===== src/hw/rtl/lpwr_pkg.sv =====
// Shared types and constants for the LED pulse width receiver.
package lpwr_pkg;

	localparam int unsigned TIME_W     = 64;
	localparam int unsigned THR_W      = 16;
	localparam int unsigned STRIP_W    = 13;
	localparam int unsigned CNT_W      = 13;
	localparam int unsigned IDX_W      = 12;
	localparam int unsigned BYTE_W     = 8;
	localparam int unsigned BIT_POS_W  = 3;
	localparam int unsigned MAX_BYTES  = 4096;
	localparam int unsigned ADDR_W     = $clog2(MAX_BYTES);

	// Queue between front and back; depth must be a power of two.
	localparam int unsigned QDEPTH     = 4;
	localparam int unsigned QPTR_W     = $clog2(QDEPTH);
	localparam int unsigned QCNT_W     = QPTR_W + 1;

	localparam int unsigned CFG_IDX_W  = 3;
	localparam int unsigned CFG_DATA_W = 16;
	localparam int unsigned OUT_DATA_W = 24;
	localparam int unsigned OUT_PAD_W  = OUT_DATA_W - (IDX_W + BYTE_W + 2);

	localparam logic [THR_W-1:0]   ZERO_HIGH_MIN_RST = 16'd200;
	localparam logic [THR_W-1:0]   ZERO_HIGH_MAX_RST = 16'd500;
	localparam logic [THR_W-1:0]   GAP_MIN_RST       = 16'd300;
	localparam logic [THR_W-1:0]   GAP_MAX_RST       = 16'd5000;
	localparam logic [THR_W-1:0]   LATCH_MIN_RST     = 16'd6000;
	localparam logic [STRIP_W-1:0] STRIP_BYTES_RST   = 13'd0;

	typedef enum logic [1:0] {
		EV_NONE  = 2'd0,
		EV_BYTE  = 2'd1,
		EV_LATCH = 2'd2
	} event_kind_t;

	typedef enum logic [CFG_IDX_W-1:0] {
		REG_ZERO_HIGH_MIN = 3'd0,
		REG_ZERO_HIGH_MAX = 3'd1,
		REG_GAP_MIN       = 3'd2,
		REG_GAP_MAX       = 3'd3,
		REG_LATCH_MIN     = 3'd4,
		REG_STRIP_BYTES   = 3'd5
	} reg_idx_t;

	typedef struct packed {
		logic [THR_W-1:0]   zero_high_min;
		logic [THR_W-1:0]   zero_high_max;
		logic [THR_W-1:0]   gap_min;
		logic [THR_W-1:0]   gap_max;
		logic [THR_W-1:0]   latch_min;
		logic [STRIP_W-1:0] strip_bytes;
	} cfg_t;

	// One classified edge as handed from front to back.
	typedef struct packed {
		event_kind_t         kind;
		logic [IDX_W-1:0]    idx;
		logic [BYTE_W-1:0]   val;
		logic                stored;
		logic [ADDR_W-1:0]   addr;
	} op_t;

endpackage


===== src/hw/rtl/lpwr_queue.sv =====
// Short queue of classified edges between front and back.
module lpwr_queue (
	input  logic          clk,
	input  logic          arst_n,
	input  logic          push,
	input  lpwr_pkg::op_t push_op,
	output logic          full,
	input  logic          pop,
	output lpwr_pkg::op_t head,
	output logic          empty
);

	lpwr_pkg::op_t               ent_q [lpwr_pkg::QDEPTH];
	logic [lpwr_pkg::QPTR_W-1:0] wr_ptr_q, rd_ptr_q;
	logic [lpwr_pkg::QCNT_W-1:0] cnt_q;

	assign full  = (cnt_q == lpwr_pkg::QCNT_W'(lpwr_pkg::QDEPTH));
	assign empty = (cnt_q == '0);
	assign head  = ent_q[rd_ptr_q];

	always_ff @(posedge clk) begin
		if (push) begin
			ent_q[wr_ptr_q] <= push_op;
		end
	end

	always_ff @(posedge clk or negedge arst_n) begin
		if (!arst_n) begin
			wr_ptr_q <= '0;
			rd_ptr_q <= '0;
			cnt_q    <= '0;
		end else begin
			if (push) begin
				wr_ptr_q <= wr_ptr_q + lpwr_pkg::QPTR_W'(1);
			end
			if (pop) begin
				rd_ptr_q <= rd_ptr_q + lpwr_pkg::QPTR_W'(1);
			end
			case ({push, pop})
				2'b10:   cnt_q <= cnt_q + lpwr_pkg::QCNT_W'(1);
				2'b01:   cnt_q <= cnt_q - lpwr_pkg::QCNT_W'(1);
				default: cnt_q <= cnt_q;
			endcase
		end
	end

`ifndef NO_ASSERTIONS
	a_no_overflow: assert property (@(posedge clk) disable iff (!arst_n)
		!(push && full && !pop) && !(pop && empty))
		else $error("queue overflow or underflow");
`endif

endmodule


===== config.mk =====
export PLATFORM = sky130hd
export DESIGN_NAME = lpwr_queue
export DESIGN_NICKNAME = d
export VERILOG_FILES = /design/src/hw/rtl/lpwr_pkg.sv /design/src/hw/rtl/lpwr_queue.sv
export SDC_FILE = /design/constraint.sdc
export NUM_CORES = 1
export LEC_CHECK = 0
export BUFFER_PORTS_ARGS = -buffer_cell sky130_fd_sc_hd__buf_2
export CAP_MARGIN = 15
export CELL_PAD_IN_SITES_DETAIL_PLACEMENT = 1
export CELL_PAD_IN_SITES_GLOBAL_PLACEMENT = 1
export CORE_AREA = 2 2 124 126
export CTS_CLUSTER_DIAMETER = 100
export DETAILED_ROUTE_END_ITERATION = 8
export DIE_AREA = 0 0 126 128
export GPL_ROUTABILITY_DRIVEN = 0
export HOLD_SLACK_MARGIN = 0.02
export PLACE_DENSITY_LB_ADDON = 0.1
export RECOVER_POWER = 50
export SYNTH_ARGS = -nofsm -noshare
export SYNTH_HDL_FRONTEND = slang
export SYNTH_SLANG_ARGS = --single-unit

===== constraint.sdc =====
create_clock -name clk -period 2.05 [get_ports clk]
set_input_delay 0.205 -clock clk [delete_from_list [all_inputs] [get_ports clk]]
set_output_delay 0.205 -clock clk [all_outputs]
set_load 0.05 [all_outputs]

==> results.yml, run 1 <==
outcome:
  status: "finished clean"
synth:
  ys_seq_elements: 147
  synth_area_um2: 5504
  seq_area_frac_synth: 0.7956
  synth_top_family_by_area: "multiplexers"
  synth-warning-count: 0
  synthAdderAreaFrac: 0.01500
  synth_area_leader_cell: "edfxtp_1"
  synth_area_leaders: "edfxtp_1, mux4_2, mux4_1"
  synth_cell_types: 18
  synth_xor_area_frac: 0.009548
  synthMuxAreaShare: 0.1480
  synth_nets: 265
  syn-mean-instance-area_um2: 25.02
  yosysTopAreaCellShare: 0.7638
  synth-simple-area-share: 0.009320
  synth_compound_area_frac: 0.001819
  syn-instance-count: 220
routing:
  drtIter0Drc: 103
  first_pass_iters: 4
  postRouteAntennaNets: 0
  routed_wl_um: 10630
  drc: 0
  viasPerCell: 4.729
  wl_per_cell_um: 18.95
  vias: 2653
min_path:
  holdCritPathClass: "input port to register"
power:
  power.leakage_nw: 2.562
  powerDensity_nw_per_um2: 1666
  irDropWorstVdd_mv: 0.7326
place:
  place_ws_ns: 0.3262
  hpwl_um: 6218
  portBuffers: 75
floorplan:
  die_y_um: 128
  coreArea_um2: 14860
  die_area_um2: 16130
  dieWidth_um: 126
  row_count: 45
  initial_core_util: 0.3703
  num_io_pins: 76
sta:
  period_needed_ns: 2.033
  setup_tns_ns: 0
  skew_ns: 0.007881
  finalMaxSlewViolations: 0
  layout_setup_ws_ns: 0.01705
  post-route-period-util: 0.9917
  fmaxAchievable_mhz: 491.9
  hold_viol_final: 0
  setup_viol: 0
  rsz0062_at_grt: "true"
  tightest_slew_ns: 0.4154
  max_slew_margin: 0.7231
critical_path:
  crit_top_cell: "buf_4"
  slowest_stage: "mux4_1"
  crit_buf_inv: 2
  critPathRequiredTime_ns: 1.85
  crit_arrival_ns: 1.83
  crit_chain: "buf_4 > mux4_1 > buf_4"
  path_class: "register to output port"
  critPathLaunchType: "register"
  cpPeakStageDelay_ns: 0.58
  end_kind: "output port"
  cp_max_fo: 7
  critPathTopFamily: "multiplexers"
global_routing:
  grt_util_all_layers: 0.1467
  grt_pass1_vias: 3003
  gr-total-overflow: 0
  grt_max_degree: 26
  antenna_found_initial: 0
  grt_first_pass_wirelength_um: 17080
clocking:
  cts_max_level: 4
  clockRootBuffer: "clkbuf_16"
  numCtsBuffers: 17
  clk_latency_ns: 0.41
  clk_path_buf_depth: 2
  cts_tree: "yes"
  cts_sinks: 147
  cts.clk_slew.worst_paths_ns: 0.05
job:
  max_cap_viol_count: 0
cells_and_area:
  final_common_cell: "edfxtp_1"
  nNetsFinal: 405
  areaGrowthSynthToFinish_pct: 33.73
  final_cell_mix: "edfxtp_1, clkbuf_1, dlygate4sd3_1"
  drive_gt1_frac: 0.3271
  diodes: 0
registers in the layout, indices dropped and copies added, names as in the netlist:
signal	count
rd_ptr_q	2
cnt_q	3
wr_ptr_q	2
ent_q	140
cell families (layout without fill, tap and decap cells):
group / count (synthesis) / in the layout
xor gates and xnor gates: 6 / 6
muxes: 35 / 35
AOI/OAI and AO/OA: 2 / 2
adders and majority gates: 6 / 6
buffers and inverters: 14 / 167
DFF: 147 / 147
and+or+nand+nor: 10 / 10
stage by stage:
stage | cell area, um2 | instances | utilization | hold WS [ns] | total power [mW]
floorplan | 5504 | 220 | - | -0.09059 | 7.453
global placement | 6171 | 487 | 0.4152 | 0.04950 | 8.422
detailed placement | 6171 | 487 | 0.4152 | 0.05223 | 8.477
CTS | 7406 | 561 | 0.4982 | 0.07513 | 12.48
global route | 7361 | 561 | 0.4952 | 0.1047 | 12.80
finish | 7361 | 561 | 0.4952 | 0.08557 | 12.26
layout make-up:
type,instances,area (um2)
Sequential cell,147,4382
Fill cell,1374,7503
Multi-Input combinational cell,59,993.5
Timing Repair Buffer,129,1141
Clock inverter,4,70.07
Tap cell,188,235.2
Inverter,6,22.52
Clock buffer,28,516.7
power breakdown:
part	switching (mW)	total (mW)	internal, mW
logic	3.02	5.09	2.07
clock network	1.07	3.02	1.95
registers	0.208	4.15	3.95
total	4.29	12.3	7.97
synth_stat cells (all sizes together):
cell type / instances
fa: 1
and2: 4
and3: 1
inv: 6
xnor2: 2
nand2: 3
xor2: 4
buf: 8
o21ai: 2
mux4: 35
dfrtp: 7
nor3: 1
edfxtp: 140
nor2: 1
ha: 5
metal layers:
metal / GRT usage / up-vias / part of all wire
met1: 0.1865 / 1377 / 0.43
met3: 0.04633 / 14 / 0.040
met2: 0.2321 / 65 / 0.52
met5: 0 / - / 0
met4: 0.06723 / 0 / 0.017
li1: - / 1197 / -
final timing paths:
| path | startpoint | end | slack, ns | cells past startpoint |
|---|---|---|---|---|
| min reg2reg | cnt_q[0] | cnt_q[0] | 0.50 | 1 |
| min in group asynchronous | arst_n | rd_ptr_q[0] | 0.23 | 2 |
| max | rd_ptr_q[0] | head[1] | 0.02 | 3 |
| max reg2reg | wr_ptr_q[0] | ent_q[0][2] | 0.58 | 4 |
| max in group asynchronous | arst_n | rd_ptr_q[1] | 1.50 | 2 |
| min | push | wr_ptr_q[0] | 0.09 | 2 |
repair_timing:
| action | CTS | global route |
|---|---|---|
| gates cloned | 3 | 0 |
| resized for setup | 71 | 0 |
| hold endpoints to repair | 148 | 0 |
| endpoints found under the setup margin | 30 | 35 |
| hold buffers | 37 | 0 |
| setup buffers | 2 | 0 |
No activity file was read; power rests on OpenSTA's default activity.
==> inputs of run 2 (changes only) <==
--- a/config.mk
+++ b/config.mk
@@ -17,6 +17,7 @@
 export HOLD_SLACK_MARGIN = 0.02
 export PLACE_DENSITY_LB_ADDON = 0.1
 export RECOVER_POWER = 50
+export SKIP_LAST_GASP = 1
 export SYNTH_ARGS = -nofsm -noshare
 export SYNTH_HDL_FRONTEND = slang
 export SYNTH_SLANG_ARGS = --single-unit
==> constraint.sdc (replaced) <==
create_clock -name clk -period 2.4 [get_ports clk]
set_input_delay 0.24 -clock clk [delete_from_list [all_inputs] [get_ports clk]]
set_output_delay 0.24 -clock clk [all_outputs]
set_load 0.05 [all_outputs]
==> results.yml, run 2 (synthesized netlist as in run 1, its figures left out) <==
outcome:
  status: "finished clean"
sta:
  hold_viol_final: 0
  setup_tns_ns: 0
  period_needed_ns: 2.123
  setup_viol: 0
  whs_ns: 0.04776
  fmaxAchievable_mhz: 470.9
  post-route-period-util: 0.8847
  rsz0062_at_grt: "false"
  tightest_slew_ns: 0.9680
  skew_ns: 0.002775
  max_slew_margin: 0.3543
  finalMaxSlewViolations: 0
  layout_setup_ws_ns: 0.2766
critical_path:
  path_class: "register to output port"
  slowest_stage: "mux4_2"
  crit_start: "rd_ptr_q[0]"
  critPathLaunchType: "register"
  critPathRequiredTime_ns: 2.16
  end_kind: "output port"
  cp.depth: 3
  cp_max_fo: 22
  r2r_start: "wr_ptr_q[0]"
  reg2reg_slack_ns: 0.46
  crit_chain: "buf_12 > mux4_2 > buf_2"
  crit_end: "head[15]"
  crit_buf_inv: 2
  critPathTopFamily: "multiplexers"
  cpPeakStageDelay_ns: 0.55
  crit_arrival_ns: 1.88
  ff2ff_path_depth: 3
  rr_endpoint: "ent_q[3][16]"
cells_and_area:
  largest_register_ffs: 140
  diodes: 0
  nNetsFinal: 370
  fin_util: 0.4639
  design_area_um2: 6895
  final_cell_mix: "edfxtp_1, buf_2, clkbuf_1"
  drive_gt1_frac: 0.3343
  finalNonFillerCells: 526
  largest_register: "ent_q"
  largest_registers: "ent_q: 140 flops, cnt_q: 3 flops"
  areaGrowthSynthToFinish_pct: 25.28
  final_common_cell: "edfxtp_1"
global_routing:
  grt_util_all_layers: 0.1384
  grt_pass1_vias: 2844
  antenna_found_initial: 0
  grt_first_pass_wirelength_um: 16120
  grt_max_degree: 25
  gr-total-overflow: 0
power:
  power.leakage_nw: 2.369
  totalPowerFinal_mw: 10.13
  switching_share: 0.3549
  powerDensity_nw_per_um2: 1469
  combPwrFrac: 0.353
  sequentialPowerShare: 0.347
  p_switching_mw: 3.593
  internal_power_mw: 6.533
  irDropWorstVdd_mv: 0.5523
  p_clk_frac: 0.300
floorplan:
  die_y_um: 128
  initial_core_util: 0.3703
  die_area_um2: 16130
  num_io_pins: 76
  coreArea_um2: 14860
  dieWidth_um: 126
  row_count: 45
routing:
  first_pass_iters: 4
  postRouteAntennaNets: 0
  wl_per_cell_um: 19.17
  drtIter0Drc: 134
  viasPerCell: 4.808
  routed_wl_um: 10080
  vias: 2529
  drc: 0
clocking:
  clk_path_buf_depth: 2
  cts.clk_slew.worst_paths_ns: 0.06
  cts_tree: "yes"
  cts_sinks: 147
  clk_latency_ns: 0.41
  post_cts_buffers: 0
  numCtsBuffers: 17
  cts_max_level: 4
  clockRootBuffer: "clkbuf_16"
place:
  hpwl_um: 6426
  portBuffers: 75
  placed_area_um2: 6176
  dpl.cell_count: 486
  place_ws_ns: 0.6834
job:
  max_cap_viol_count: 0
min_path:
  holdCritPathClass: "input port to register"
run 2: power groups by stage:
stage          clock network [mW]  registers (mW)  logic, mW
2_1_floorplan                   0            3.51       2.85
3_5_place_dp                    0            3.57       3.67
3_3_place_gp                    0            3.55       3.66
4_1_cts                      3.10            3.52       3.69
5_1_grt                      3.20            3.56       3.81
6_report                     3.04            3.51       3.58
run 2: timing repair:
item	CTS	global route
resized for setup	0	0
endpoints found under the hold margin	33	0
hold buffers	8	0
run 2: per-layer routing:
metal,part of all wire,track usage
met1,0.43,0.1777
met2,0.50,0.2176
met3,0.047,0.04758
met4,0.018,0.05624
met5,0,0
run 2: worst min-delay path by stage:
| stage | from | endpoint | slack (ns) | cells after the start |
|---|---|---|---|---|
| final | pop | rd_ptr_q[0] | 0.05 | 2 |
| after global routing | pop | rd_ptr_q[0] | 0.04 | 2 |
| after CTS | push_op[6] | ent_q[2][6] | 0.02 | 1 |
| after detailed placement | arst_n | cnt_q[2] | 0.09 | 1 |
| after global placement | arst_n | cnt_q[2] | 0.09 | 1 |
| after floorplan | arst_n | cnt_q[0] | -0.06 | 0 |
run 2: area by class of cell:
| class | instances | area [um2] |
|---|---|---|
| inverters | 6 | 22.52 |
| clock inverters | 15 | 261.5 |
| repair buffers | 94 | 555.5 |
| clock buffers | 17 | 425.4 |
| flip-flops and latches | 147 | 4380 |
| fillers | 1405 | 7969 |
| multi-input cells | 59 | 1015 |
| well taps | 188 | 235.2 |
==> inputs of run 3 (changes only) <==
--- a/config.mk
+++ b/config.mk
@@ -7,12 +7,12 @@
 export LEC_CHECK = 0
 export BUFFER_PORTS_ARGS = -buffer_cell sky130_fd_sc_hd__buf_2
 export CAP_MARGIN = 15
-export CELL_PAD_IN_SITES_DETAIL_PLACEMENT = 1
+export CELL_PAD_IN_SITES_DETAIL_PLACEMENT = 0
 export CELL_PAD_IN_SITES_GLOBAL_PLACEMENT = 1
-export CORE_AREA = 2 2 124 126
+export CORE_AREA = 2 2 111 140
 export CTS_CLUSTER_DIAMETER = 100
 export DETAILED_ROUTE_END_ITERATION = 8
-export DIE_AREA = 0 0 126 128
+export DIE_AREA = 0 0 113 142
 export GPL_ROUTABILITY_DRIVEN = 0
 export HOLD_SLACK_MARGIN = 0.02
 export PLACE_DENSITY_LB_ADDON = 0.1
==> results.yml, run 3 (synthesized netlist as in run 1, its figures left out) <==
outcome:
  status: "complete, but fails checks"
  failed_checks: "design-rule violations"
critical_path:
  cpPeakStageDelay_ns: 0.57
  rr_endpoint: "ent_q[2][4]"
  crit_start: "rd_ptr_q[0]"
  slowest_stage: "mux4_1"
  critPathLaunchType: "register"
  critPathTopFamily: "multiplexers"
  critPathRequiredTime_ns: 2.16
  crit_buf_inv: 2
  ff2ff_path_depth: 4
  cp_max_fo: 21
  path_class: "register to output port"
  end_kind: "output port"
  crit_chain: "buf_12 > mux4_1 > buf_2"
  crit_arrival_ns: 2.03
  reg2reg_slack_ns: 0.37
  r2r_start: "wr_ptr_q[0]"
min_path:
  holdPathStages: 2
  min-delay-start: "pop"
  holdCritPathClass: "input port to register"
  holdPathEnd: "rd_ptr_q[0]"
cells_and_area:
  fill_cells: 1280
  largest_register: "ent_q"
  fin_util: 0.4531
  final_common_cell: "edfxtp_1"
  finalNonFillerCells: 513
  areaGrowthSynthToFinish_pct: 21.55
  drive_gt1_frac: 0.3293
  largest_registers: "ent_q: 140 flops, cnt_q: 3 flops"
  nNetsFinal: 364
  largest_register_ffs: 140
  design_area_um2: 6690
  diodes: 0
  final_cell_mix: "edfxtp_1, clkbuf_1, buf_2"
job:
  max_cap_viol_count: 0
power:
  irDropWorstVdd_mv: 0.6256
  powerDensity_nw_per_um2: 1423
  p_switching_mw: 3.526
  totalPowerFinal_mw: 9.517
  power.leakage_nw: 2.284
  sequentialPowerShare: 0.375
  switching_share: 0.3705
  combPwrFrac: 0.367
  internal_power_mw: 5.991
  p_clk_frac: 0.258
clocking:
  cts.clk_slew.worst_paths_ns: 0.06
  clockRootBuffer: "clkbuf_16"
  clk_latency_ns: 0.41
  cts_sinks: 147
  clk_path_buf_depth: 2
  numCtsBuffers: 17
  post_cts_buffers: 0
  cts_max_level: 4
  cts_resized: 0
  cts.hold.buffers_added: 2
  cts_tree: "yes"
floorplan:
  dieWidth_um: 113
  initial_core_util: 0.3728
  row_count: 50
  die_area_um2: 16050
  die_y_um: 142
  coreArea_um2: 14760
  num_io_pins: 76
routing:
  routed_wl_um: 9881
  postRouteAntennaNets: 0
  viasPerCell: 4.803
  vias: 2464
  drc: 7
  drtIter0Drc: 123
  wl_per_cell_um: 19.26
  first_pass_iters: 6
place:
  placed_area_um2: 6181
  dpl.cell_count: 480
  portBuffers: 75
  hpwl_um: 6040
sta:
  post-route-period-util: 0.9460
  setup_viol: 0
  skew_ns: 0.008069
  finalMaxSlewViolations: 0
  fmaxAchievable_mhz: 440.5
  period_needed_ns: 2.270
  hold_viol_final: 0
  tightest_slew_ns: 1.129
  rsz0062_at_grt: "false"
  max_slew_margin: 0.2472
  setup_tns_ns: 0
global_routing:
  gr-total-overflow: 0
  grt_pass1_vias: 2707
  grt_first_pass_wirelength_um: 15290
  grt_max_degree: 36
  antenna_found_initial: 1
  grt_util_all_layers: 0.1333
==> run 3: layout make-up <==
| type | count | area, um2 | share of cell area |
|---|---|---|---|
| clock buffers | 20 | 436.7 | 0.06527 |
| clock inverters | 11 | 113.9 | 0.01702 |
| inverters | 6 | 22.52 | 0.003366 |
| multi-input cells | 59 | 1016 | 0.1519 |
| flip-flops and latches | 147 | 4382 | 0.6549 |
| well taps | 182 | 227.7 | 0.03404 |
| repair buffers | 88 | 491.7 | 0.07350 |
==> run 3: layer usage <==
layer,GRT usage,vias up,share of wire
met4,0.05584,2,0.016
met3,0.05153,14,0.052
li1,-,1119,-
met1,0.1533,1272,0.41
met2,0.2234,57,0.52
met5,0,-,0.0012
==> run 3: how the worst max path moves through the flow <==
stage,end,slack (ns),cells after the start
floorplan,ent_q[2][0],0.53,3
global placement,head[4],0.53,3
detailed placement,head[4],0.53,3
CTS,head[4],0.07,3
global route,head[4],0.03,3
finish,head[4],0.13,3
==> run 3: power by group through the flow <==
stage                     Sequential (mW)  Combinational (mW)  Clock, mW
after global routing                 3.62                3.71       2.63
after detailed placement             3.62                3.61          0
after CTS                            3.57                3.61       2.52
after floorplan                      3.51                2.85          0
final                                3.56                3.50       2.46
after global placement               3.60                3.60          0
==> run 3: through the flow <==
stage | hold WS [ns] | worst slack [ns]
final | 0.04305 | 0.1297
after floorplan | -0.05559 | 0.5276
after CTS | 0.02038 | 0.07463
after global routing | 0.04056 | 0.02683
after global placement | 0.09504 | 0.5312
after detailed placement | 0.09676 | 0.5291
