$ cat src/hw/rtl/lpwr_pkg.sv
// Shared types and constants for the LED pulse width receiver.
package lpwr_pkg;

	localparam int unsigned TIME_W     = 64;
	localparam int unsigned THR_W      = 16;
	localparam int unsigned STRIP_W    = 13;
	localparam int unsigned CNT_W      = 13;
	localparam int unsigned IDX_W      = 12;
	localparam int unsigned BYTE_W     = 8;
	localparam int unsigned BIT_POS_W  = 3;
	localparam int unsigned MAX_BYTES  = 4096;
	localparam int unsigned ADDR_W     = $clog2(MAX_BYTES);

	// Queue between front and back; depth must be a power of two.
	localparam int unsigned QDEPTH     = 4;
	localparam int unsigned QPTR_W     = $clog2(QDEPTH);
	localparam int unsigned QCNT_W     = QPTR_W + 1;

	localparam int unsigned CFG_IDX_W  = 3;
	localparam int unsigned CFG_DATA_W = 16;
	localparam int unsigned OUT_DATA_W = 24;
	localparam int unsigned OUT_PAD_W  = OUT_DATA_W - (IDX_W + BYTE_W + 2);

	localparam logic [THR_W-1:0]   ZERO_HIGH_MIN_RST = 16'd200;
	localparam logic [THR_W-1:0]   ZERO_HIGH_MAX_RST = 16'd500;
	localparam logic [THR_W-1:0]   GAP_MIN_RST       = 16'd300;
	localparam logic [THR_W-1:0]   GAP_MAX_RST       = 16'd5000;
	localparam logic [THR_W-1:0]   LATCH_MIN_RST     = 16'd6000;
	localparam logic [STRIP_W-1:0] STRIP_BYTES_RST   = 13'd0;

	typedef enum logic [1:0] {
		EV_NONE  = 2'd0,
		EV_BYTE  = 2'd1,
		EV_LATCH = 2'd2
	} event_kind_t;

	typedef enum logic [CFG_IDX_W-1:0] {
		REG_ZERO_HIGH_MIN = 3'd0,
		REG_ZERO_HIGH_MAX = 3'd1,
		REG_GAP_MIN       = 3'd2,
		REG_GAP_MAX       = 3'd3,
		REG_LATCH_MIN     = 3'd4,
		REG_STRIP_BYTES   = 3'd5
	} reg_idx_t;

	typedef struct packed {
		logic [THR_W-1:0]   zero_high_min;
		logic [THR_W-1:0]   zero_high_max;
		logic [THR_W-1:0]   gap_min;
		logic [THR_W-1:0]   gap_max;
		logic [THR_W-1:0]   latch_min;
		logic [STRIP_W-1:0] strip_bytes;
	} cfg_t;

	// One classified edge as handed from front to back.
	typedef struct packed {
		event_kind_t         kind;
		logic [IDX_W-1:0]    idx;
		logic [BYTE_W-1:0]   val;
		logic                stored;
		logic [ADDR_W-1:0]   addr;
	} op_t;

endpackage

$ cat src/hw/rtl/lpwr_front.sv
// Front end: measures pulse widths, decodes bits and assembles bytes.
module lpwr_front (
	input  logic                          clk,
	input  logic                          arst_n,
	input  logic                          in_valid,
	output logic                          in_ready,
	input  logic [lpwr_pkg::TIME_W-1:0]   edge_time,
	input  logic                          pin_level,
	input  lpwr_pkg::cfg_t                cfg,
	input  logic                          q_full,
	output logic                          push,
	output lpwr_pkg::op_t                 push_op
);

	logic [lpwr_pkg::TIME_W-1:0]    last_q;
	logic                           pend_q;
	logic [lpwr_pkg::BIT_POS_W-1:0] pos_q;
	logic [lpwr_pkg::BYTE_W-1:0]    shift_q;
	logic [lpwr_pkg::CNT_W-1:0]     cnt_q;

	logic [lpwr_pkg::TIME_W-1:0]    width;
	logic                           hi_nz;
	logic                           gt_zmin, lt_zmax, gt_gmin, lt_gmax, gt_latch;
	logic                           in_gap, pos_last, cnt_nz, stored_c;
	logic [lpwr_pkg::BYTE_W-1:0]    merged;

	assign in_ready = !q_full;
	assign push     = in_valid && in_ready;

	// Width is the wrapping difference; anything above 16 bits beats every threshold.
	assign width    = edge_time - last_q;
	assign hi_nz    = |width[lpwr_pkg::TIME_W-1:lpwr_pkg::THR_W];
	assign gt_zmin  = hi_nz || (width[lpwr_pkg::THR_W-1:0] > cfg.zero_high_min);
	assign lt_zmax  = !hi_nz && (width[lpwr_pkg::THR_W-1:0] < cfg.zero_high_max);
	assign gt_gmin  = hi_nz || (width[lpwr_pkg::THR_W-1:0] > cfg.gap_min);
	assign lt_gmax  = !hi_nz && (width[lpwr_pkg::THR_W-1:0] < cfg.gap_max);
	assign gt_latch = hi_nz || (width[lpwr_pkg::THR_W-1:0] > cfg.latch_min);
	assign in_gap   = gt_gmin && lt_gmax;

	assign merged   = shift_q | (lpwr_pkg::BYTE_W'(pend_q) << (3'd7 - pos_q));
	assign pos_last = (pos_q == 3'd7);
	assign cnt_nz   = (cnt_q != '0);
	assign stored_c = (cnt_q < cfg.strip_bytes) &&
	                  (cnt_q < lpwr_pkg::CNT_W'(lpwr_pkg::MAX_BYTES));

	always_comb begin
		push_op        = '0;
		push_op.kind   = lpwr_pkg::EV_NONE;
		if (pin_level && in_gap && pos_last) begin
			push_op.kind   = lpwr_pkg::EV_BYTE;
			push_op.idx    = cnt_q[lpwr_pkg::IDX_W-1:0];
			push_op.val    = merged;
			push_op.stored = stored_c;
			push_op.addr   = cnt_q[lpwr_pkg::ADDR_W-1:0];
		end else if (pin_level && !in_gap && gt_latch && cnt_nz) begin
			push_op.kind   = lpwr_pkg::EV_LATCH;
		end
	end

	always_ff @(posedge clk or negedge arst_n) begin
		if (!arst_n) begin
			last_q  <= '0;
			pend_q  <= 1'b0;
			pos_q   <= '0;
			shift_q <= '0;
			cnt_q   <= '0;
		end else if (push) begin
			last_q <= edge_time;
			if (!pin_level) begin
				pend_q <= !(gt_zmin && lt_zmax);
			end else if (in_gap) begin
				pos_q <= pos_q + 3'd1;
				if (pos_last) begin
					shift_q <= '0;
					if (cnt_q != '1) begin
						cnt_q <= cnt_q + lpwr_pkg::CNT_W'(1);
					end
				end else begin
					shift_q <= merged;
				end
			end else if (gt_latch && cnt_nz) begin
				shift_q <= '0;
				pos_q   <= '0;
				cnt_q   <= '0;
			end
		end
	end

`ifndef NO_ASSERTIONS
	a_byte_restarts_pos: assert property (@(posedge clk) disable iff (!arst_n)
		push && push_op.kind == lpwr_pkg::EV_BYTE |=> pos_q == '0 && shift_q == '0)
		else $error("bit position not restarted after byte");
	a_latch_clears_cnt: assert property (@(posedge clk) disable iff (!arst_n)
		push && push_op.kind == lpwr_pkg::EV_LATCH |-> cnt_q != '0)
		else $error("latch issued with empty byte counter");
`endif

endmodule

$ cat config.mk
export PLATFORM = sky130hd
export DESIGN_NAME = lpwr_front
export DESIGN_NICKNAME = d
export VERILOG_FILES = /design/src/hw/rtl/lpwr_pkg.sv /design/src/hw/rtl/lpwr_front.sv
export SDC_FILE = /design/constraint.sdc
export NUM_CORES = 1
export LEC_CHECK = 0
export BUFFER_PORTS_ARGS = -buffer_cell sky130_fd_sc_hd__buf_2
export CORE_MARGIN = 2
export CORE_UTILIZATION = 50
export DETAILED_ROUTE_END_ITERATION = 16
export PLACE_DENSITY_LB_ADDON = 0.05
export SETUP_SLACK_MARGIN = 0.4
export SYNTH_ARGS = -nofsm -noshare
export SYNTH_HDL_FRONTEND = slang
export SYNTH_SLANG_ARGS = --single-unit
$ cat constraint.sdc
create_clock -name clk -period 5.1 [get_ports clk]
set_input_delay 0.51 -clock clk [delete_from_list [all_inputs] [get_ports clk]]
set_output_delay 0.51 -clock clk [all_outputs]
set_load 0.005 [all_outputs]
==> results.py, run 1 <==
metrics = {
    "setup_path": {
        "path_max_fanout": 8,
        "r2r_start": "last_q[21]$_DFFE_PN0P_",
        "crit_path_end_kind": "primary output",
        "critPathArrivalTime_ns": 4.30,
        "r2r_cells": 17,
        "start_kind": "flop",
        "r2r_end": "cnt_q[4]$_DFFE_PN0P_",
        "rrSetupSlack_ns": 0.61,
        "timing_worst_setup_path_type": "reg -> out",
        "required_ns": 4.59,
    },
    "clock_tree": {
        "cts.htree.levels": 3,
        "worstSkewPairLatency_ns": 0.37,
        "hold_buffers": 0,
        "path_clk_slew_ns": 0.07,
        "clockBufferDepth": 2,
        "cts_root_buf": "clkbuf_16",
        "cts_tree": "built",
        "cts_made_buffers": 9,
        "cts_sinks": 89,
    },
    "timing": {
        "period_share_pct": 94.31,
        "period_needed_ns": 4.810,
        "slew_violations": 0,
        "fmax_mhz": 207.9,
        "worstMarginPinSlew_ns": 0.7474,
        "clock_skew_ns": 0.01161,
        "hold_viol": 0,
        "fin_setup_tns_ns": 0,
        "max-slew-margin-rel_pct": 50.17,
        "setup_viol": 0,
        "rsz0062_at_grt": "yes",
    },
    "finish": {
        "synthToLayoutAreaGrowth_pct": 24.08,
        "antenna_cells": 0,
        "nFillCells": 2082,
        "multiInputGateArea_mm2": 0.008961,
        "seq_area_mm2": 0.002227,
        "fin_cells": 2073,
        "drive_above_1_share_pct": 25.84,
        "fin_nets": 2103,
    },
    "route": {
        "wl_per_cell_um": 18.71,
        "dr.pass1.iters": 7,
        "ant_nets": 0,
        "drc": 0,
        "wl_um": 38790,
        "routed_via_density": 5.989,
        "drt_iter0_drc": 817,
        "routed-via-count": 12416,
    },
    "floorplanning": {
        "pin_count": 199,
        "rows": 55,
        "die_w_um": 156.0,
        "core-area_mm2": 0.02264,
        "fp.dieH_um": 156.0,
        "die_area_mm2": 0.02432,
        "start_util_pct": 51.00,
    },
    "grt": {
        "overflow": 0,
        "grt_start_max_net_pins": 68,
        "grt.total_usage_pct": 31.58,
        "grt_pass1_wl_um": 61440,
        "grt_pass1_vias": 11917,
        "antenna_found_initial": 0,
    },
    "synthesis": {
        "synth_fp_nets": 1881,
        "ys.flop_type": "dfrtp_1",
        "synthArstFlopShare_pct": 100.0,
        "synth-seq-area-share_pct": 19.29,
        "synth_xor_area_share_pct": 2.352,
        "synth_warnings": 0,
        "syn-instance-count": 1561,
        "synth_top_family_by_area": "compound AO/OA/AOI/OAI gates",
        "synth-seq-cells": 89,
        "yosysUniqueCellTypes": 88,
        "synth-edff-count": 0,
        "synthAdderAreaFrac_pct": 17.19,
        "yosys.area_share.simple_pct": 20.93,
        "muxShareOfSynthArea_pct": 0.8994,
        "synth_compound_area_share_pct": 29.50,
        "avgSynthCellArea_um2": 7.397,
        "netlist_area_mm2": 0.01155,
    },
    "placement": {
        "dp_cells": 2022,
        "gp_congestion": 1.019,
        "dp_hpwl_um": 30750,
        "portBuffers": 198,
    },
    "pwr": {
        "p_leak_nw": 6.741,
        "ir_drop_v": 0.0001653,
        "p_per_area_mw_per_mm2": 288.0,
    },
    "min_path": {
        "hold_path_class": "in -> async",
    },
    "run": {
        "max-cap-violations": 0,
    },
    "run_status": {
        "outcome": "completed",
    },
}
[report_power, final]
| group | internal, W | switching [W] | total (W) |
|---|---|---|---|
| sequential | 0.000785 | 0.0000340 | 0.000819 |
| clock | 0.000344 | 0.000354 | 0.000698 |
| combinational | 0.00109 | 0.00151 | 0.00261 |
[layout by cell type, fill, tap and decap left out, types with 13 or more instances in the layout]
cell and count:
and3_1 13, o21ai_1 22, buf_2 187, xnor2_1 13, nor2_1 73, inv_1 187
nand3_1 31, nand2_1 155, and2_1 18, buf_4 94, dfrtp_1 89, nor3_1 23
ha_1 128, nand2b_1 17, a21oi_2 21, a21o_1 32, nor2b_1 14, o21a_1 33
o21ai_0 132, a21oi_1 106, o31ai_1 14, nand4_1 54, ha_2 18
[area by class of cell]
type                            instances  share of cell area [%]
Clock buffer                            9                   1.572
Inverter                              188                   4.926
Clock inverter                          7                  0.4891
Timing Repair Buffer                  293                   12.43
Tap cell                              285                   2.489
Sequential cell                        89                   15.55
Multi-Input combinational cell       1202                   62.55
[per-layer routing]
metal / part of all wire [%] / vias to the layer above / track usage [%] / wire, um
met5: 0 / - / 0 / 0
met4: 3.2 / 0 / 11.62 / 1253
met3: 6.3 / 69 / 4.111 / 2439
met2: 46 / 462 / 52.59 / 17700
met1: 45 / 5789 / 41.94 / 17390
li1: - / 6096 / - / -
[stage by stage]
stage                     hold WS (ns)  power [W]  utilization (%)  instance area [um^2]  worst slack [ns]
final                           0.1196   0.004126            63.28                 14330            0.2904
after global routing            0.1703   0.004433            63.28                 14330            0.1450
after CTS                       0.1338   0.003972            61.27                 13870            0.3373
after detailed placement        0.5032   0.003086            57.14                 12940           -0.2250
after global placement          0.4981   0.003070            57.14                 12940           0.04929
after floorplan                 0.2144   0.002340                -                 11550            0.4085
[cells in the mapped netlist, drive strengths merged (4+ instances only)]
cell,number,area (um^2)
nor2,80,300.3
o21ai,159,795.8
and3,15,93.84
clkbuf,33,126.4
o2111ai,14,122.6
buf,51,305.3
a211oi,15,112.6
nand4,54,337.8
a21oi,130,661.9
a21boi,4,30.03
inv,188,705.7
a21o,32,240.2
ha,157,1964
o31a,5,43.79
o32ai,8,85.08
xor2,13,113.9
nand2b,18,112.6
xnor2,18,157.7
o21a,36,270.3
o21bai,10,75.07
a31oi,17,121.4
nand2,159,599.3
nor4,11,83.83
and4,16,145.1
a211o,4,35.03
nor2b,17,106.4
mux2i,7,70.07
dfrtp,89,2227
o211ai,13,102.6
a2111oi,5,81.33
and2,25,156.4
or3,7,43.79
o2111a,4,45.04
nand3,32,160.2
nor3,27,140.1
o22ai,14,93.84
nand3b,4,30.03
o31ai,15,112.6
[flip-flops by register name (all words and copies together), names as in the netlist]
| signal | cells |
|---|---|
| last_q | 64 |
| pos_q | 3 |
| shift_q | 8 |
| cnt_q | 13 |
| pend_q | 1 |
[cell families after synthesis]
logic type,Yosys count
AO/OA/AOI/OAI,524
AND/OR/NAND/NOR,477
buffers and inverters,272
adder cells (fa/ha/maj),158
flip-flops,89
XOR/XNOR,31
multiplexers,10
[how the worst max path moves through the flow]
stage,startpoint,endpoint,slack (ns),depth (start not counted)
detailed placement,edge_time[0],push_op[12],-0.23,19
floorplan,edge_time[0],push_op[28],0.41,19
global placement,edge_time[0],push_op[12],0.05,19
CTS,last_q[0]$_DFFE_PN0P_,push_op[12],0.34,16
finish,last_q[21]$_DFFE_PN0P_,push_op[12],0.29,16
global route,last_q[1]$_DFFE_PN0P_,push_op[12],0.14,20
[critical path: stages, from the launching register on]
cell and delay (ns):
dfrtp_1 0.37, inv_1 0.08, ha_2 0.34, a21oi_2 0.19, buf_4 0.14, o21ai_1 0.17
a21oi_2 0.29, o21a_1 0.21, o211ai_4 0.10, buf_4 0.16, or4b_1 0.48, a311o_1 0.32
nor3_4 0.16, and4_4 0.32, and4_4 0.30, o2111a_1 0.19, buf_2 0.11
[what timing repair did]
action / in CTS / in global routing
gates cloned: 2 / 0
pin swaps: 42 / 38
buffers inserted: 22 / 11
hold endpoints to repair: 0 / 0
resized for setup: 96 / 90
endpoints found under the setup margin: 35 / 38
Power figures use the tool's default switching activity.
==> run 2, diff against run 1 <==
--- a/config.mk
+++ b/config.mk
@@ -9,7 +9,7 @@
 export CORE_MARGIN = 2
 export CORE_UTILIZATION = 50
 export DETAILED_ROUTE_END_ITERATION = 16
-export PLACE_DENSITY_LB_ADDON = 0.05
+export PLACE_DENSITY = 0.73
 export SETUP_SLACK_MARGIN = 0.4
 export SYNTH_ARGS = -nofsm -noshare
 export SYNTH_HDL_FRONTEND = slang
==> run 2 against run 1 <==
  * Register-to-register slack gained 0.19 ns
  * Die area is the same
  * Final area shrank 4.1%
  * Fmax grew 0.30%
  * Sequential share of layout area grew 0.67 points
  * Setup slack gained 0.015 ns
  * Highest routed layer unchanged
==> results.py, run 2 (same netlist as run 1, synthesis figures left out) <==
metrics = {
    "floorplanning": {
        "die_w_um": 156.0,
        "rows": 55,
        "pin_count": 199,
        "core-area_mm2": 0.02264,
        "start_util_pct": 51.00,
        "fp.dieH_um": 156.0,
        "die_area_mm2": 0.02432,
    },
    "pwr": {
        "p_sw_share_pct": 46.28,
        "seqPwrFrac_pct": 20.8,
        "p_per_area_mw_per_mm2": 287.1,
        "p_leak_nw": 6.579,
        "p_sw_w": 0.001825,
        "p_clk_share_pct": 17.7,
        "ir_drop_v": 0.0001683,
        "combPwrFrac_pct": 61.5,
        "p_int_w": 0.002118,
    },
    "timing": {
        "setup_viol": 0,
        "slew_violations": 0,
        "period_needed_ns": 4.795,
        "fmax_mhz": 208.5,
        "rsz0062_at_grt": "yes",
        "max-slew-margin-rel_pct": 50.98,
        "period_share_pct": 94.02,
        "worstMarginPinSlew_ns": 0.7352,
        "hold_viol": 0,
        "clock_skew_ns": 0.01778,
    },
    "finish": {
        "final_area_mm2": 0.01374,
        "final_common_cell": "buf_2",
        "largestRegisters": "last_q: 64 flops, cnt_q: 13 flops, shift_q: 8 flops",
        "fin_nets": 2079,
        "drive_above_1_share_pct": 21.94,
        "fin_cells": 2050,
        "largest-register": "last_q",
        "synthToLayoutAreaGrowth_pct": 18.96,
        "largest_register_ffs": 64,
        "layout_common_cells": "197 x buf_2, 188 x inv_1, 157 x nand2_1, 140 x ha_1, 139 x o21ai_0",
    },
    "run_status": {
        "outcome": "completed",
    },
    "route": {
        "ant_nets": 0,
        "dr_wl_met3_um": 1909,
        "wl_met2_um": 18160,
        "drt_iter0_drc": 1009,
        "drc": 0,
        "routed-via-count": 12376,
        "m1WireLength_um": 16610,
        "dr.max_layer_used": "met4",
        "dr.pass1.iters": 5,
        "wl_um": 37480,
        "wl_per_cell_um": 18.28,
        "routed_via_density": 6.037,
    },
    "setup_path": {
        "path_common_cell": "and4_4",
        "timing_worst_setup_path_type": "reg -> out",
        "slowest_delay_ns": 0.41,
        "start_kind": "flop",
        "path_cells": "ha_4 > fa_2 > nand2b_4 > a211oi_2 > o211ai_1 > buf_4 > a31oi_2 > o311ai_0 > o311a_1 > a311o_1 > nor3_2 > and4_4 > and4_4 > o2111a_1 > buf_2",
        "critPathArrivalTime_ns": 4.29,
        "critPathSlowestCell": "dfrtp_1",
        "path_max_fanout": 6,
        "crit_path_end_kind": "primary output",
        "required_ns": 4.59,
        "r2r_cells": 18,
    },
    "clock_tree": {
        "worstSkewPairLatency_ns": 0.37,
        "cts.htree.levels": 3,
        "path_clk_slew_ns": 0.07,
        "cts_made_buffers": 9,
        "cts_sinks": 89,
        "clockBufferDepth": 2,
        "cts_tree": "built",
        "cts_root_buf": "clkbuf_16",
    },
    "placement": {
        "portBuffers": 198,
        "dp_hpwl_um": 29940,
        "dpl_cell_area_mm2": 0.01284,
        "dp_cells": 2009,
        "gp_congestion": 0.9672,
    },
    "grt": {
        "antenna_found_initial": 1,
        "grt.total_usage_pct": 30.26,
        "grt_pass1_vias": 11746,
        "grt_pass1_wl_um": 59330,
        "overflow": 0,
        "grt_start_max_net_pins": 69,
    },
    "run": {
        "max-cap-violations": 0,
    },
    "min_path": {
        "hold_path_class": "in -> async",
    },
}
## run 2: cell types whose count changed in the layout (fill, tap and decap cells not counted), moves of 6 or more
cell	change
a21oi_2	-8
buf_6	-11
a21oi_1	+10
o21ai_0	+7
nor2_1	+6
buf_2	+10
buf_4	-23
ha_1	+12
ha_4	-8
## run 2: final timing paths
kind | start | end | slack (ns)
min | arst_n | last_q[11]$_DFFE_PN0P_ | 0.15
min in group clk | edge_time[48] | last_q[48]$_DFFE_PN0P_ | 0.36
max reg2reg | last_q[0]$_DFFE_PN0P_ | cnt_q[4]$_DFFE_PN0P_ | 0.80
min reg2reg | last_q[63]$_DFFE_PN0P_ | last_q[63]$_DFFE_PN0P_ | 0.54
max in group asynchronous | arst_n | last_q[0]$_DFFE_PN0P_ | 3.84
max | last_q[0]$_DFFE_PN0P_ | push_op[12] | 0.30
## run 2: metal layers
layer	GRT usage [%]	vias up
met2	53.94	418
met5	0	-
met4	7.689	0
met1	38.88	5853
li1	-	6045
met3	3.583	60
## run 2: stage by stage
stage	setup slack [ns]	util, %	total power (W)	setup TNS [ns]	hold WS (ns)
finish	0.3049	60.67	0.003943	0	0.1485
global route	0.1360	60.67	0.004240	0	0.1886
CTS	0.3980	60.10	0.003878	0	0.1614
detailed placement	-0.2279	56.71	0.003035	-6.689	0.5122
global placement	-0.06779	56.71	0.003001	-1.140	0.5037
floorplan	0.4085	-	0.002340	0	0.2144
## run 2: repair_timing
item                       4_1_cts  5_1_grt
pin swaps                       23       20
buffers inserted                15        7
gates resized for setup         81       19
setup endpoints to repair       35       35
hold buffers                     0        0
cloned                           2        0
## run 2: power by group through the flow
stage	Combinational [W]	Clock [W]	Sequential, W
6_report	0.00243	0.000697	0.000819
5_1_grt	0.00267	0.000739	0.000828
4_1_cts	0.00235	0.000708	0.000819
3_5_place_dp	0.00220	0	0.000833
3_3_place_gp	0.00217	0	0.000829
2_1_floorplan	0.00152	0	0.000823
## run 2: worst max-delay path, delay by kind of cell (launching register included)
| kind | cells | cell delay [ns] |
|---|---|---|
| compound gates | 7 | 1.61 |
| simple gates | 4 | 0.98 |
| fa+ha+maj | 2 | 0.60 |
| flops | 1 | 0.41 |
| buf+inv | 2 | 0.31 |
## run 2: cell type report
cell class,count,area (um^2)
inverter,188,705.7
antenna,1,2.502
clock buffer,9,225.2
timing repair buffer,269,1534
sequential,89,2227
fill,2088,8905
multi-input combinational,1202,8612
tap,285,356.6
clock inverter,7,72.57
==> run 3, diff against run 2 <==
--- a/config.mk
+++ b/config.mk
@@ -9,6 +9,7 @@
 export CORE_MARGIN = 2
 export CORE_UTILIZATION = 50
 export DETAILED_ROUTE_END_ITERATION = 16
+export GPL_TIMING_DRIVEN = 0
 export PLACE_DENSITY = 0.73
 export SETUP_SLACK_MARGIN = 0.4
 export SYNTH_ARGS = -nofsm -noshare
==> constraint.sdc (replaced) <==
create_clock -name clk -period 5.25 [get_ports clk]
set_input_delay 0.525 -clock clk [delete_from_list [all_inputs] [get_ports clk]]
set_output_delay 0.525 -clock clk [all_outputs]
set_load 0.005 [all_outputs]
==> run 3 against run 2 <==
  * Final area up 7.4%
  * Worst hold slack worse by 0.031 ns
  * Non-clock buffer count rose by 58
  * Largest power group unchanged
  * Clock skew down 0.0031 ns
  * Sequential share of layout area is 1.1 points lower
  * Highest routed layer unchanged
  * Setup slack worse by 0.092 ns
  * Count of clock-buffer cells in the layout rose by 2
  * Cell count is 2.8% higher
  * Power up 2.7%
==> results.py, run 3 (same netlist as run 1, synthesis figures left out) <==
metrics = {
    "finish": {
        "synthToLayoutAreaGrowth_pct": 27.72,
        "nFillCells": 1956,
        "largest_register_ffs": 64,
        "fin_nets": 2135,
        "largestRegisters": "last_q: 64 flops, cnt_q: 13 flops, shift_q: 8 flops",
        "final_common_cell": "buf_2",
        "layout_common_cells": "196 x buf_2, 188 x inv_1, 154 x nand2_1, 141 x ha_1, 131 x o21ai_0",
        "fin_cells": 2107,
        "largest-register": "last_q",
        "seq_area_mm2": 0.002227,
        "drive_above_1_share_pct": 25.27,
        "multiInputGateArea_mm2": 0.009041,
    },
    "pwr": {
        "p_total_w": 0.004051,
        "p_leak_nw": 6.890,
        "ir_drop_v": 0.0001529,
        "p_per_area_mw_per_mm2": 274.7,
    },
    "timing": {
        "hold_ws_ns": 0.1176,
        "fin_setup_tns_ns": 0,
        "rsz0062_at_grt": "yes",
        "max-slew-margin-rel_pct": 45.44,
        "period_share_pct": 95.94,
        "setup_viol": 0,
        "hold_viol": 0,
        "slew_violations": 0,
        "fin_ws_ns": 0.2130,
        "period_needed_ns": 5.037,
        "clock_skew_ns": 0.01466,
        "worstMarginPinSlew_ns": 0.8184,
        "fmax_mhz": 198.5,
    },
    "clock_tree": {
        "cts_made_buffers": 9,
        "path_clk_slew_ns": 0.07,
        "hold_buffers": 0,
        "cts_root_buf": "clkbuf_16",
        "worstSkewPairLatency_ns": 0.37,
        "cts_sinks": 89,
        "cts.htree.levels": 3,
        "clockBufferDepth": 2,
        "cts_tree": "built",
    },
    "min_path": {
        "hold_path_class": "in -> async",
    },
    "floorplanning": {
        "die_area_mm2": 0.02432,
        "start_util_pct": 51.00,
        "rows": 55,
        "fp.dieH_um": 156.0,
        "die_w_um": 156.0,
        "pin_count": 199,
        "core-area_mm2": 0.02264,
    },
    "setup_path": {
        "timing_worst_setup_path_type": "reg -> out",
        "r2r_start": "last_q[9]$_DFFE_PN0P_",
        "startpoint": "last_q[9]$_DFFE_PN0P_",
        "critPathArrivalTime_ns": 4.51,
        "required_ns": 4.72,
        "critPathSlowestCell": "dfrtp_1",
        "start_kind": "flop",
        "crit_path_end_kind": "primary output",
        "path_common_cell": "buf_6",
        "path_max_fanout": 7,
        "slowest_delay_ns": 0.36,
        "path_cells": "inv_1 > ha_1 > buf_6 > a21oi_2 > o21a_1 > a21boi_4 > o21ai_2 > xor2_2 > buf_6 > buf_4 > ha_4 > nand4_1 > nor2_2 > a211oi_2 > nor4_4 > and3_4 > and4_4 > buf_6 > and2_4 > buf_6 > buf_6",
    },
    "grt": {
        "grt_pass1_vias": 12043,
        "overflow": 0,
        "grt_start_max_net_pins": 57,
        "grt.total_usage_pct": 30.88,
        "grt_pass1_wl_um": 60740,
        "antenna_found_initial": 1,
    },
    "route": {
        "ant_nets": 0,
        "routed-via-count": 12688,
        "wl_um": 38490,
        "drc": 0,
        "drt_iter0_drc": 936,
        "dr.pass1.iters": 5,
        "wl_per_cell_um": 18.27,
        "routed_via_density": 6.022,
    },
    "placement": {
        "dp_slack_ns": -0.8553,
        "portBuffers": 198,
        "gp_congestion": 1.006,
        "dp_hpwl_um": 29470,
        "dp_cells": 2045,
    },
    "run": {
        "max-cap-violations": 0,
    },
    "run_status": {
        "outcome": "completed",
    },
}
[run 3: area by class of cell]
type,instances,area share [%]
Sequential cell,89,15.10
Buffer,84,3.810
Timing Repair Buffer,243,10.44
Tap cell,285,2.418
Clock inverter,5,0.4582
Inverter,188,4.785
Antenna cell,2,0.03394
Clock buffer,11,1.646
Multi-Input combinational cell,1200,61.31
[run 3: timing repair]
| action | 4_1_cts | 5_1_grt |
|---|---|---|
| endpoints found under the hold margin | 0 | 0 |
| buffers inserted | 27 | 16 |
| cloned | 1 | 0 |
| setup endpoints to repair | 59 | 35 |
| gates resized for setup | 147 | 102 |
| pin swaps | 34 | 44 |
[run 3: critical path: cells and delay by family, from the launching register on]
kind	cells	cell delay, ns
simple gates	6	1.32
compound gates	5	0.96
buf+inv	7	0.79
fa+ha+maj	2	0.49
flops	1	0.36
xor+xnor	1	0.19
[run 3: path summary, 6_finish.rpt]
path                                           to  slack [ns]  cells after the start
max in group asynchronous  last_q[45]$_DFFE_PN0P_        4.49                      2
max                                   push_op[23]        0.21                     21
max reg2reg                  pos_q[0]$_DFFE_PN0P_        0.92                     19
min                         last_q[7]$_DFFE_PN0P_        0.12                      1
min in group clk           last_q[48]$_DFFE_PN0P_        0.37                      3
min reg2reg                last_q[63]$_DFFE_PN0P_        0.53                      1
[run 3: metrics by stage]
step / area, um^2 / util, %
after detailed placement: 12920 / 57.08
after CTS: 14180 / 62.65
after global routing: 14740 / 65.12
after global placement: 12890 / 56.95
after floorplan: 11550 / -
final: 14750 / 65.13
[run 3: per-layer routing]
layer  global-route usage (%)  part of all wire [%]  vias to the layer above
met3                    4.528                   6.2                      110
met5                        0                     0                        -
met2                    53.35                    48                      505
met4                    11.23                   3.5                        0
li1                         -                     -                     6158
met1                    39.19                    42                     5915
[run 3: report_power, final]
group          internal, W  total, W  leakage [nW]  switching, W
clock             0.000392  0.000714         0.153      0.000323
sequential        0.000763  0.000796          1.12     0.0000327
combinational      0.00104   0.00254          5.61       0.00150
total              0.00219   0.00405          6.89       0.00186
